==> src/hdl/obva_pkg.sv <==
// shared types and constants for the on-balance volume average block
`default_nettype none

package obva_pkg;

    localparam int PRICE_W    = 32;
    localparam int VOL_W      = 40;
    localparam int TOTAL_W    = 48;
    localparam int CFG_W      = 7;
    localparam int IN_DATA_W  = 72;
    localparam int OUT_DATA_W = 96;

    localparam logic [CFG_W-1:0] WINDOW_LEN_RESET = 7'd5;

    localparam int QUEUE_DEPTH = 4;
    localparam int QPTR_W      = 2;

    localparam logic signed [TOTAL_W-1:0] TOTAL_MAX = {1'b0, {(TOTAL_W-1){1'b1}}};
    localparam logic signed [TOTAL_W-1:0] TOTAL_MIN = {1'b1, {(TOTAL_W-1){1'b0}}};

    typedef struct packed {
        logic signed [TOTAL_W-1:0] total;
        logic                      first;
    } t_queue_entry;

endpackage

`default_nettype wire

==> src/hdl/on_balance_volume_average.sv <==
// top level of the on-balance volume block with a moving average of its totals
//
//  channel   direction  transaction
//  s_axis    in         one price bar: close price, volume, first-bar flag
//  m_axis    out        one result: running total and window average
//  cfg       in         window length write, single register
//
// a bar with a result passes the back end states idle, subtract, add, divider
// setup, divide and output; the serial divider yields one quotient bit a cycle
// a bar that only fills the window passes the states idle, subtract and add
// reset is synchronous, the history ring needs no clearing pass
// the front end takes bars into a four-deep queue while the back end divides;
// a finished result waits in the output register, and the back end only stalls
// in its last step while the previous result has not been taken
`default_nettype none

module on_balance_volume_average #(
    parameter int WINDOW_MAX = 64
) (
    input  wire                                i_clk,
    input  wire                                i_rst_n,
    input  wire                                i_cfg_we,
    input  wire  [obva_pkg::CFG_W-1:0]         i_cfg_wdata,   // window_len
    input  wire                                s_axis_tvalid,
    output logic                               s_axis_tready,
    input  wire  [obva_pkg::IN_DATA_W-1:0]     s_axis_tdata,  // close_price, volume
    input  wire  [0:0]                         s_axis_tuser,  // first_bar
    output logic                               m_axis_tvalid,
    input  wire                                m_axis_tready,
    output logic [obva_pkg::OUT_DATA_W-1:0]    m_axis_tdata   // obv_total, obv_average
);

    localparam int VOL_LO = obva_pkg::PRICE_W;
    localparam int VOL_HI = obva_pkg::PRICE_W + obva_pkg::VOL_W - 1;

    obva_pkg::t_queue_entry              push_entry;
    obva_pkg::t_queue_entry              pop_entry;
    logic                                push_valid;
    logic                                push_ready;
    logic                                pop_valid;
    logic                                pop_ready;
    logic signed [obva_pkg::TOTAL_W-1:0] obv_total;
    logic signed [obva_pkg::TOTAL_W-1:0] obv_average;

    // classify the bar and update the running total
    obva_front u_front (
        .i_clk         (i_clk),
        .i_rst_n       (i_rst_n),
        .i_valid       (s_axis_tvalid),
        .o_ready       (s_axis_tready),
        .i_close_price (s_axis_tdata[obva_pkg::PRICE_W-1:0]),
        .i_volume      (s_axis_tdata[VOL_HI:VOL_LO]),
        .i_first_bar   (s_axis_tuser[0]),
        .o_push_valid  (push_valid),
        .i_push_ready  (push_ready),
        .o_push_entry  (push_entry)
    );

    // decouples bar intake from the averaging
    obva_queue u_queue (
        .i_clk        (i_clk),
        .i_rst_n      (i_rst_n),
        .i_push_valid (push_valid),
        .o_push_ready (push_ready),
        .i_push_entry (push_entry),
        .o_pop_valid  (pop_valid),
        .i_pop_ready  (pop_ready),
        .o_pop_entry  (pop_entry)
    );

    // window bookkeeping, divide and result register
    obva_back #(
        .WINDOW_MAX (WINDOW_MAX)
    ) u_back (
        .i_clk         (i_clk),
        .i_rst_n       (i_rst_n),
        .i_cfg_we      (i_cfg_we),
        .i_cfg_wdata   (i_cfg_wdata),
        .i_pop_valid   (pop_valid),
        .o_pop_ready   (pop_ready),
        .i_pop_entry   (pop_entry),
        .o_valid       (m_axis_tvalid),
        .i_ready       (m_axis_tready),
        .o_obv_total   (obv_total),
        .o_obv_average (obv_average)
    );

    assign m_axis_tdata = {obv_average, obv_total};

endmodule

`default_nettype wire

==> src/hdl/obva_front.sv <==
// front end: accepts bars and keeps the saturated running total
`default_nettype none

module obva_front (
    input  wire                                  i_clk,
    input  wire                                  i_rst_n,
    input  wire                                  i_valid,
    output logic                                 o_ready,
    input  wire  [obva_pkg::PRICE_W-1:0]         i_close_price,
    input  wire  [obva_pkg::VOL_W-1:0]           i_volume,
    input  wire                                  i_first_bar,
    output logic                                 o_push_valid,
    input  wire                                  i_push_ready,
    output obva_pkg::t_queue_entry               o_push_entry
);

    logic [obva_pkg::PRICE_W-1:0]        r_prev_close;
    logic signed [obva_pkg::TOTAL_W-1:0] r_total;
    logic signed [obva_pkg::TOTAL_W-1:0] n_total;
    logic [obva_pkg::TOTAL_W:0]          ext_total;
    logic [obva_pkg::TOTAL_W:0]          ext_vol;
    logic [obva_pkg::TOTAL_W:0]          sum;
    logic                                accept;

    assign accept    = i_valid && i_push_ready;
    assign ext_total = {r_total[obva_pkg::TOTAL_W-1], r_total};
    assign ext_vol   = {{(obva_pkg::TOTAL_W+1-obva_pkg::VOL_W){1'b0}}, i_volume};

    always_comb begin
        if (i_close_price > r_prev_close) begin
            sum = ext_total + ext_vol;
        end else begin
            sum = ext_total - ext_vol;
        end
        priority if (i_first_bar) begin
            n_total = '0;
        end else if (i_close_price == r_prev_close) begin
            n_total = r_total;
        end else if (sum[obva_pkg::TOTAL_W] != sum[obva_pkg::TOTAL_W-1]) begin
            // overflow: clamp toward the sign of the true result
            n_total = sum[obva_pkg::TOTAL_W] ? obva_pkg::TOTAL_MIN : obva_pkg::TOTAL_MAX;
        end else begin
            n_total = sum[obva_pkg::TOTAL_W-1:0];
        end
    end

    always_ff @(posedge i_clk) begin
        if (!i_rst_n) begin
            r_prev_close <= '0;
            r_total      <= '0;
        end else if (accept) begin
            r_prev_close <= i_close_price;
            r_total      <= n_total;
        end
    end

    assign o_ready            = i_push_ready;
    assign o_push_valid       = i_valid;
    assign o_push_entry.total = n_total;
    assign o_push_entry.first = i_first_bar;

endmodule

`default_nettype wire

==> src/hdl/obva_queue.sv <==
// short queue of classified bars between front and back
`default_nettype none

module obva_queue (
    input  wire                     i_clk,
    input  wire                     i_rst_n,
    input  wire                     i_push_valid,
    output logic                    o_push_ready,
    input  obva_pkg::t_queue_entry  i_push_entry,
    output logic                    o_pop_valid,
    input  wire                     i_pop_ready,
    output obva_pkg::t_queue_entry  o_pop_entry
);

    obva_pkg::t_queue_entry           r_slots [obva_pkg::QUEUE_DEPTH];
    logic [obva_pkg::QPTR_W-1:0]      r_wr_ptr;
    logic [obva_pkg::QPTR_W-1:0]      r_rd_ptr;
    logic [obva_pkg::QPTR_W:0]        r_count;
    logic                             push;
    logic                             pop;

    assign o_push_ready = (r_count != (obva_pkg::QPTR_W+1)'(obva_pkg::QUEUE_DEPTH));
    assign o_pop_valid  = (r_count != '0);
    assign push         = i_push_valid && o_push_ready;
    assign pop          = o_pop_valid && i_pop_ready;
    assign o_pop_entry  = r_slots[r_rd_ptr];

    always_ff @(posedge i_clk) begin
        if (push) begin
            r_slots[r_wr_ptr] <= i_push_entry;
        end
    end

    always_ff @(posedge i_clk) begin
        if (!i_rst_n) begin
            r_wr_ptr <= '0;
            r_rd_ptr <= '0;
            r_count  <= '0;
        end else begin
            if (push) begin
                r_wr_ptr <= r_wr_ptr + 1'b1;
            end
            if (pop) begin
                r_rd_ptr <= r_rd_ptr + 1'b1;
            end
            if (push && !pop) begin
                r_count <= r_count + 1'b1;
            end else if (pop && !push) begin
                r_count <= r_count - 1'b1;
            end
        end
    end

endmodule

`default_nettype wire

==> src/hdl/obva_back.sv <==
// back end: history ring, window sum, serial divider and output register
`default_nettype none

module obva_back #(
    parameter int WINDOW_MAX = 64
) (
    input  wire                                   i_clk,
    input  wire                                   i_rst_n,
    input  wire                                   i_cfg_we,
    input  wire  [obva_pkg::CFG_W-1:0]            i_cfg_wdata,
    input  wire                                   i_pop_valid,
    output logic                                  o_pop_ready,
    input  obva_pkg::t_queue_entry                i_pop_entry,
    output logic                                  o_valid,
    input  wire                                   i_ready,
    output logic signed [obva_pkg::TOTAL_W-1:0]   o_obv_total,
    output logic signed [obva_pkg::TOTAL_W-1:0]   o_obv_average
);

    localparam int LEN_W  = $clog2(WINDOW_MAX + 1);
    localparam int SLOT_W = $clog2(WINDOW_MAX);
    localparam int CMP_W  = (LEN_W > obva_pkg::CFG_W) ? LEN_W : obva_pkg::CFG_W;
    localparam int SUM_W  = obva_pkg::TOTAL_W + $clog2(WINDOW_MAX);
    localparam int CNT_W  = $clog2(SUM_W + 1);

    localparam logic [2:0] S_IDLE = 3'd0;
    localparam logic [2:0] S_SUB  = 3'd1;
    localparam logic [2:0] S_ADD  = 3'd2;
    localparam logic [2:0] S_DSET = 3'd3;
    localparam logic [2:0] S_DIV  = 3'd4;
    localparam logic [2:0] S_OUT  = 3'd5;

    function automatic logic [LEN_W-1:0] eff_len(input logic [obva_pkg::CFG_W-1:0] x);
        logic [CMP_W-1:0] v;
        v = CMP_W'(x);
        if (v == '0) begin
            return LEN_W'(1);
        end else if (v > CMP_W'(WINDOW_MAX)) begin
            return LEN_W'(WINDOW_MAX);
        end
        return LEN_W'(v);
    endfunction

    logic signed [obva_pkg::TOTAL_W-1:0] r_hist [WINDOW_MAX];
    logic signed [obva_pkg::TOTAL_W-1:0] r_rd_data;

    logic [2:0]                          r_state, n_state;
    logic [LEN_W-1:0]                    r_len, n_len;
    logic [LEN_W-1:0]                    r_bars, n_bars;
    logic [SLOT_W-1:0]                   r_write_slot, n_write_slot;
    logic [SLOT_W-1:0]                   r_slot, n_slot;
    logic signed [SUM_W-1:0]             r_sum, n_sum;
    logic signed [obva_pkg::TOTAL_W-1:0] r_total, n_total;
    logic [SUM_W-1:0]                    r_quo, n_quo;
    logic [LEN_W-1:0]                    r_rem, n_rem;
    logic                                r_neg, n_neg;
    logic [CNT_W-1:0]                    r_cnt, n_cnt;
    logic                                r_out_valid, n_out_valid;
    logic signed [obva_pkg::TOTAL_W-1:0] r_out_total, n_out_total;
    logic signed [obva_pkg::TOTAL_W-1:0] r_out_avg, n_out_avg;

    logic                                mem_re;
    logic                                mem_we;
    logic [SLOT_W-1:0]                   rd_addr;
    logic [LEN_W-1:0]                    slot_inc;
    logic [LEN_W:0]                      rem_sh;
    logic                                rem_ge;
    logic [SUM_W-1:0]                    avg_full;
    logic [LEN_W-1:0]                    bars_new;

    assign o_pop_ready = (r_state == S_IDLE);
    assign mem_re      = (r_state == S_IDLE) && i_pop_valid;
    assign mem_we      = (r_state == S_ADD);
    assign rd_addr     = (i_pop_entry.first || (LEN_W'(r_write_slot) >= r_len))
                         ? '0 : r_write_slot;
    assign slot_inc    = LEN_W'(r_slot) + 1'b1;
    assign rem_sh      = {r_rem, r_quo[SUM_W-1]};
    assign rem_ge      = (rem_sh >= {1'b0, r_len});
    assign avg_full    = r_neg ? (~r_quo + 1'b1) : r_quo;
    assign bars_new    = (r_bars < r_len) ? (r_bars + 1'b1) : r_bars;

    // history ring with registered read
    always_ff @(posedge i_clk) begin
        if (mem_we) begin
            r_hist[r_slot] <= r_total;
        end
        if (mem_re) begin
            r_rd_data <= r_hist[rd_addr];
        end
    end

    always_comb begin
        n_state      = r_state;
        n_len        = r_len;
        n_bars       = r_bars;
        n_write_slot = r_write_slot;
        n_slot       = r_slot;
        n_sum        = r_sum;
        n_total      = r_total;
        n_quo        = r_quo;
        n_rem        = r_rem;
        n_neg        = r_neg;
        n_cnt        = r_cnt;
        n_out_valid  = r_out_valid;
        n_out_total  = r_out_total;
        n_out_avg    = r_out_avg;

        if (r_out_valid && i_ready) begin
            n_out_valid = 1'b0;
        end

        unique case (r_state)
            S_IDLE: begin
                if (i_pop_valid) begin
                    n_total = i_pop_entry.total;
                    n_slot  = rd_addr;
                    if (i_pop_entry.first) begin
                        n_sum  = '0;
                        n_bars = '0;
                    end
                    n_state = S_SUB;
                end
            end
            S_SUB: begin
                // drop the oldest total once the window is full
                if (r_bars >= r_len) begin
                    n_sum = r_sum - {{(SUM_W-obva_pkg::TOTAL_W){r_rd_data[obva_pkg::TOTAL_W-1]}},
                                     r_rd_data};
                end
                n_state = S_ADD;
            end
            S_ADD: begin
                n_sum        = r_sum + {{(SUM_W-obva_pkg::TOTAL_W){r_total[obva_pkg::TOTAL_W-1]}},
                                        r_total};
                n_write_slot = (slot_inc >= r_len) ? '0 : SLOT_W'(slot_inc);
                n_bars       = bars_new;
                n_state      = (bars_new >= r_len) ? S_DSET : S_IDLE;
            end
            S_DSET: begin
                n_neg   = r_sum[SUM_W-1];
                n_quo   = r_sum[SUM_W-1] ? (~r_sum + 1'b1) : r_sum;
                n_rem   = '0;
                n_cnt   = CNT_W'(SUM_W);
                n_state = S_DIV;
            end
            S_DIV: begin
                // restoring division, one quotient bit per cycle
                n_rem = rem_ge ? LEN_W'(rem_sh - {1'b0, r_len}) : rem_sh[LEN_W-1:0];
                n_quo = {r_quo[SUM_W-2:0], rem_ge};
                n_cnt = r_cnt - 1'b1;
                if (r_cnt == CNT_W'(1)) begin
                    n_state = S_OUT;
                end
            end
            S_OUT: begin
                if (!r_out_valid || i_ready) begin
                    n_out_valid = 1'b1;
                    n_out_total = r_total;
                    n_out_avg   = avg_full[obva_pkg::TOTAL_W-1:0];
                    n_state     = S_IDLE;
                end
            end
            default: begin
                n_state = S_IDLE;
            end
        endcase

        // window length write empties the window
        if (i_cfg_we) begin
            n_len        = eff_len(i_cfg_wdata);
            n_sum        = '0;
            n_bars       = '0;
            n_write_slot = '0;
        end
    end

    always_ff @(posedge i_clk) begin
        if (!i_rst_n) begin
            r_state      <= S_IDLE;
            r_len        <= eff_len(obva_pkg::WINDOW_LEN_RESET);
            r_bars       <= '0;
            r_write_slot <= '0;
            r_sum        <= '0;
            r_out_valid  <= 1'b0;
        end else begin
            r_state      <= n_state;
            r_len        <= n_len;
            r_bars       <= n_bars;
            r_write_slot <= n_write_slot;
            r_sum        <= n_sum;
            r_out_valid  <= n_out_valid;
        end
    end

    always_ff @(posedge i_clk) begin
        r_slot      <= n_slot;
        r_total     <= n_total;
        r_quo       <= n_quo;
        r_rem       <= n_rem;
        r_neg       <= n_neg;
        r_cnt       <= n_cnt;
        r_out_total <= n_out_total;
        r_out_avg   <= n_out_avg;
    end

    assign o_valid       = r_out_valid;
    assign o_obv_total   = r_out_total;
    assign o_obv_average = r_out_avg;

endmodule

`default_nettype wire

==> config.mk <==
export PLATFORM = sky130hd
export DESIGN_NAME = on_balance_volume_average
export DESIGN_NICKNAME = d
export VERILOG_FILES = /design/src/hdl/obva_pkg.sv /design/src/hdl/on_balance_volume_average.sv /design/src/hdl/obva_front.sv /design/src/hdl/obva_queue.sv /design/src/hdl/obva_back.sv
export SDC_FILE = /design/constraint.sdc
export NUM_CORES = 2
export LEC_CHECK = 0
export BUFFER_PORTS_ARGS = -buffer_cell sky130_fd_sc_hd__buf_2
export CORE_MARGIN = 2
export CORE_UTILIZATION = 55
export CTS_BUF_LIST = sky130_fd_sc_hd__clkbuf_16
export DETAILED_ROUTE_END_ITERATION = 10
export GPL_TIMING_DRIVEN = 0
export HOLD_SLACK_MARGIN = 0.03
export PLACE_DENSITY = 0.74
export RECOVER_POWER = 50
export SETUP_SLACK_MARGIN = 0.2
export SYNTH_ARGS = -nofsm -noshare
export SYNTH_HDL_FRONTEND = slang
export SYNTH_HIERARCHICAL = 1
export SYNTH_SLANG_ARGS = --single-unit
export TNS_END_PERCENT = 50
==> constraint.sdc <==
create_clock -name i_clk -period 9.2 [get_ports i_clk]
set_clock_uncertainty 0.1 [all_clocks]
set_input_delay 0.92 -clock i_clk [delete_from_list [all_inputs] [get_ports i_clk]]
set_output_delay 0.92 -clock i_clk [all_outputs]
set_load 0.005 [all_outputs]
==> reports/metrics.yaml <==
status: "finished, violations left"
violations: "max-capacitance violations, max-slew violations, negative setup slack"
nets: 12030
htreeDepth: 5
synth-compound-area-share: 0.1114
root_buffer: "clkbuf_16"
cts_tree: "done"
placed_area_um2: 166000
tightest_slew_ns: 3.585
ys_types: 99
fmaxAchievable_ghz: 0.1075
die_y_um: 533.0
yosysWarnings: 6
clock_latency_ns: 0.98
fin_util: 0.6248
final_cells: 15800
drt_iter0_markers: 16610
grt_pass1_vias: 99210
grt_max_degree: 55
r2r_cells: 18
synth.net_count: 11220
cts_made_buffers: 369
cts_num_sinks: 3701
post-synth-top-area-cell: "edfxtp_1"
min_period_over_period: 1.011
grt_pass1_wl_mm: 692.7
globalRouteOverflowTotal: 0
finalMaxSlewViolations: 957
syn_inst: 10950
ir_drop_mv: 0.2574
crit_top_cell: "clkbuf_1"
die-area_um2: 284000
grt.total_usage: 0.3385
synth_fa_ha_area_frac: 0.01571
vias: 103600
crit_fanout: 10
grt_setup_unrepaired: "no"
dr.pass1.iters: 10
p_leak_uw: 0.05668
power_density_nw_per_um2: 257.6
final_cell_mix: "edfxtp_1, nand2_1, clkbuf_1"
start_util: 0.5517
syn_to_final_growth_pct: 13.24
dieWidth_um: 533.0
wl_per_cell_um: 31.28
slowest_stage: "clkbuf_1"
required_ns: 9.62
rr_startpoint: "u_back/r_write_slot[0]$_SDFFE_PP0P_"
power.total_uw: 44890
numPortBuffers: 181
synth-seq-cells: 3701
maxCapViolations: 48
grt_antenna_before_repair: 73
io_pins: 183
clock_tree.buffer_depth: 4
hpwl_mm: 357.6
coreArea_um2: 278900
postLayoutCellArea_um2: 174300
syn_area_um2: 153900
hold_path_end: "u_back/r_len[3]$_SDFFE_PN0P_"
gp_congestion: 1.128
synth_edf_count: 3534
worst_slack_ns: -0.1043
worstPathCellList: "clkbuf_1 > inv_1 > ha_1 > nand2b_1 > a21o_1 > a21oi_1 > o21ai_0 > a21oi_2 > nand2_1 > buf_2 > clkbuf_1 > clkbuf_2 > clkbuf_1 > clkbuf_2 > clkbuf_1 > a31oi_1 > o21ai_0 > a31oi_1"
synth.top_cell.area_share: 0.6896
syn_area_per_cell_um2: 14.06
dpl.cell_count: 15100
async_flop_share: 0
drt_wl_total_mm: 494.2
relSlewSlack: -1.391
ant_nets: 0
post_drt_via_cell_ratio: 6.560
drc_errors: 0
crit_path_max_incr_delay_ns: 0.93
synthXorXnorAreaFrac: 0.01656
synthSimpleGateAreaFrac: 0.07259
hold_viol_final: 0
muxShareOfSynthArea: 0.05216
start_kind: "flop"
reg2reg_setup_slack_ns: -0.10
setup_viol: 3
min_from: "i_cfg_wdata[3]"
ys_top_cells_by_area: "edfxtp_1, nand2_1, mux2_2"
hold_path.class: "in2reg"
ys.flop_type: "edfxtp_1"
min_path_cells: 3
finalHoldWorstSlack_ns: 0.1195
reg2reg_to: "u_back/r_rd_data[9]$_DFFE_PP_"
synth_top_family_by_area: "compound AO/OA/AOI/OAI gates"
clk_pin_slew_ns: 0.06
cts_hold_buf: 0
drive_gt1_frac: 0.1185
period_minus_slack_ns: 9.304
rows: 194
yosysSeqAreaShare: 0.7114
worstPathArrival_ns: 9.72
layout_commonest_cell: "edfxtp_1"
worstSetupPathType: "reg2reg"
end_kind: "flop"
cell type report:
| cell class | instances | area [um^2] |
|---|---|---|
| fill | 19790 | 104600 |
| tap | 3724 | 4659 |
| sequential | 3701 | 109500 |
| multi-input combinational | 6453 | 41810 |
| clock inverter | 298 | 2336 |
| antenna | 23 | 57.56 |
| inverter | 119 | 446.7 |
| buffer | 674 | 2646 |
| timing repair buffer | 432 | 3451 |
| clock buffer | 375 | 9384 |
stage by stage:
stage | setup TNS, ns | setup slack (ns)
2_1_floorplan | 0 | 0.3856
4_1_cts | 0 | 0.2168
5_1_grt | 0 | 0.2531
3_5_place_dp | -9.032 | -0.6258
3_3_place_gp | -258.93 | -2.637
6_report | -0.2617 | -0.1043
Yosys cell counts, types with 19 or more instances:
master	number
mux2i_1	170
o22ai_1	280
and3_1	19
nor4_1	36
inv_1	115
and4_1	42
o21ai_0	648
ha_1	186
xnor2_1	171
nor2_1	383
a22oi_1	107
o21ai_1	30
dfxtp_1	167
or3_1	29
a21boi_0	39
a22o_1	31
nand4_1	41
o211ai_1	19
clkbuf_1	578
a21oi_1	470
nor2b_1	112
mux4_2	47
nand2b_1	25
and2_1	70
a221oi_1	97
a211oi_1	242
o21bai_1	22
nand3_1	87
nor3_1	79
nand2_1	1526
buf_1	67
or4_1	24
o31ai_1	45
edfxtp_1	3534
a21o_1	61
mux2_2	463
a31oi_1	548
xor2_1	120
flip-flops by register name, indices dropped and copies added (netlist names), 32 cells and up, named ones only:
signal / flops
u_back/r_hist: 3072
u_back/r_quo: 54
u_back/r_sum: 54
u_front/r_total: 48
u_back/o_obv_total: 48
u_back/r_total: 48
u_back/o_obv_average: 48
u_front/r_prev_close: 32
u_back/r_rd_data: 48
u_queue/r_slots: 196
power breakdown:
part / switching (uW) / leakage (uW) / total, uW / internal, uW
combinational: 6160 / 0.0174 / 7860 / 1700
sequential: 860 / 0.0333 / 22400 / 21500
clock: 6460 / 0.00603 / 14600 / 8170
total: 13500 / 0.0567 / 44900 / 31400
per-layer routing:
layer | global-route usage | vias to the layer above | wire [um]
met4 | 0.2116 | 28 | 38550
met3 | 0.08671 | 1203 | 67480
met2 | 0.5148 | 7558 | 216900
met5 | 0.007828 | - | 533
li1 | - | 43800 | -
met1 | 0.4365 | 51050 | 170700
critical path, delay by kind of cell (launching register included):
kind	cells	cell delay, ns
adder cells (fa/ha/maj)	1	0.44
AND/OR/NAND/NOR	2	0.65
AO/OA/AOI/OAI	7	2.03
buffers and inverters	8	5.23
flip-flops	1	0.32
logic make-up (layout without fill, tap and decap cells):
kind of cell	count (synthesis)	after routing
AO/OA/AOI/OAI	2753	2753
buffers and inverters	793	1898
XOR/XNOR	291	291
adder cells (fa/ha/maj)	191	191
AND/OR/NAND/NOR	2536	2536
flip-flops	3701	3701
other	0	23
multiplexers	682	682
worst max path at each step:
| stage | from | endpoint | slack [ns] | depth (start not counted) |
|---|---|---|---|---|
| 6_report | u_back/r_write_slot[0]$_SDFFE_PP0P_ | u_back/r_rd_data[9]$_DFFE_PP_ | -0.10 | 18 |
| 5_1_grt | u_back/r_write_slot[0]$_SDFFE_PP0P_ | u_back/r_rd_data[9]$_DFFE_PP_ | 0.25 | 18 |
| 4_1_cts | u_back/r_write_slot[0]$_SDFFE_PP0P_ | u_back/r_rd_data[2]$_DFFE_PP_ | 0.22 | 18 |
| 3_5_place_dp | u_back/r_write_slot[0]$_SDFFE_PP0P_ | u_back/r_rd_data[35]$_DFFE_PP_ | -0.63 | 18 |
| 3_3_place_gp | m_axis_tready | u_back/o_obv_total[26]$_DFFE_PP_ | -2.64 | 3 |
| 2_1_floorplan | m_axis_tready | u_back/o_obv_average[0]$_DFFE_PP_ | 0.39 | 2 |
what timing repair did:
action,in CTS,in global routing
gates resized for setup,5,7
setup endpoints to repair,39,12
gates cloned,0,0
setup buffers,0,0
Power figures use the tool's default switching activity.
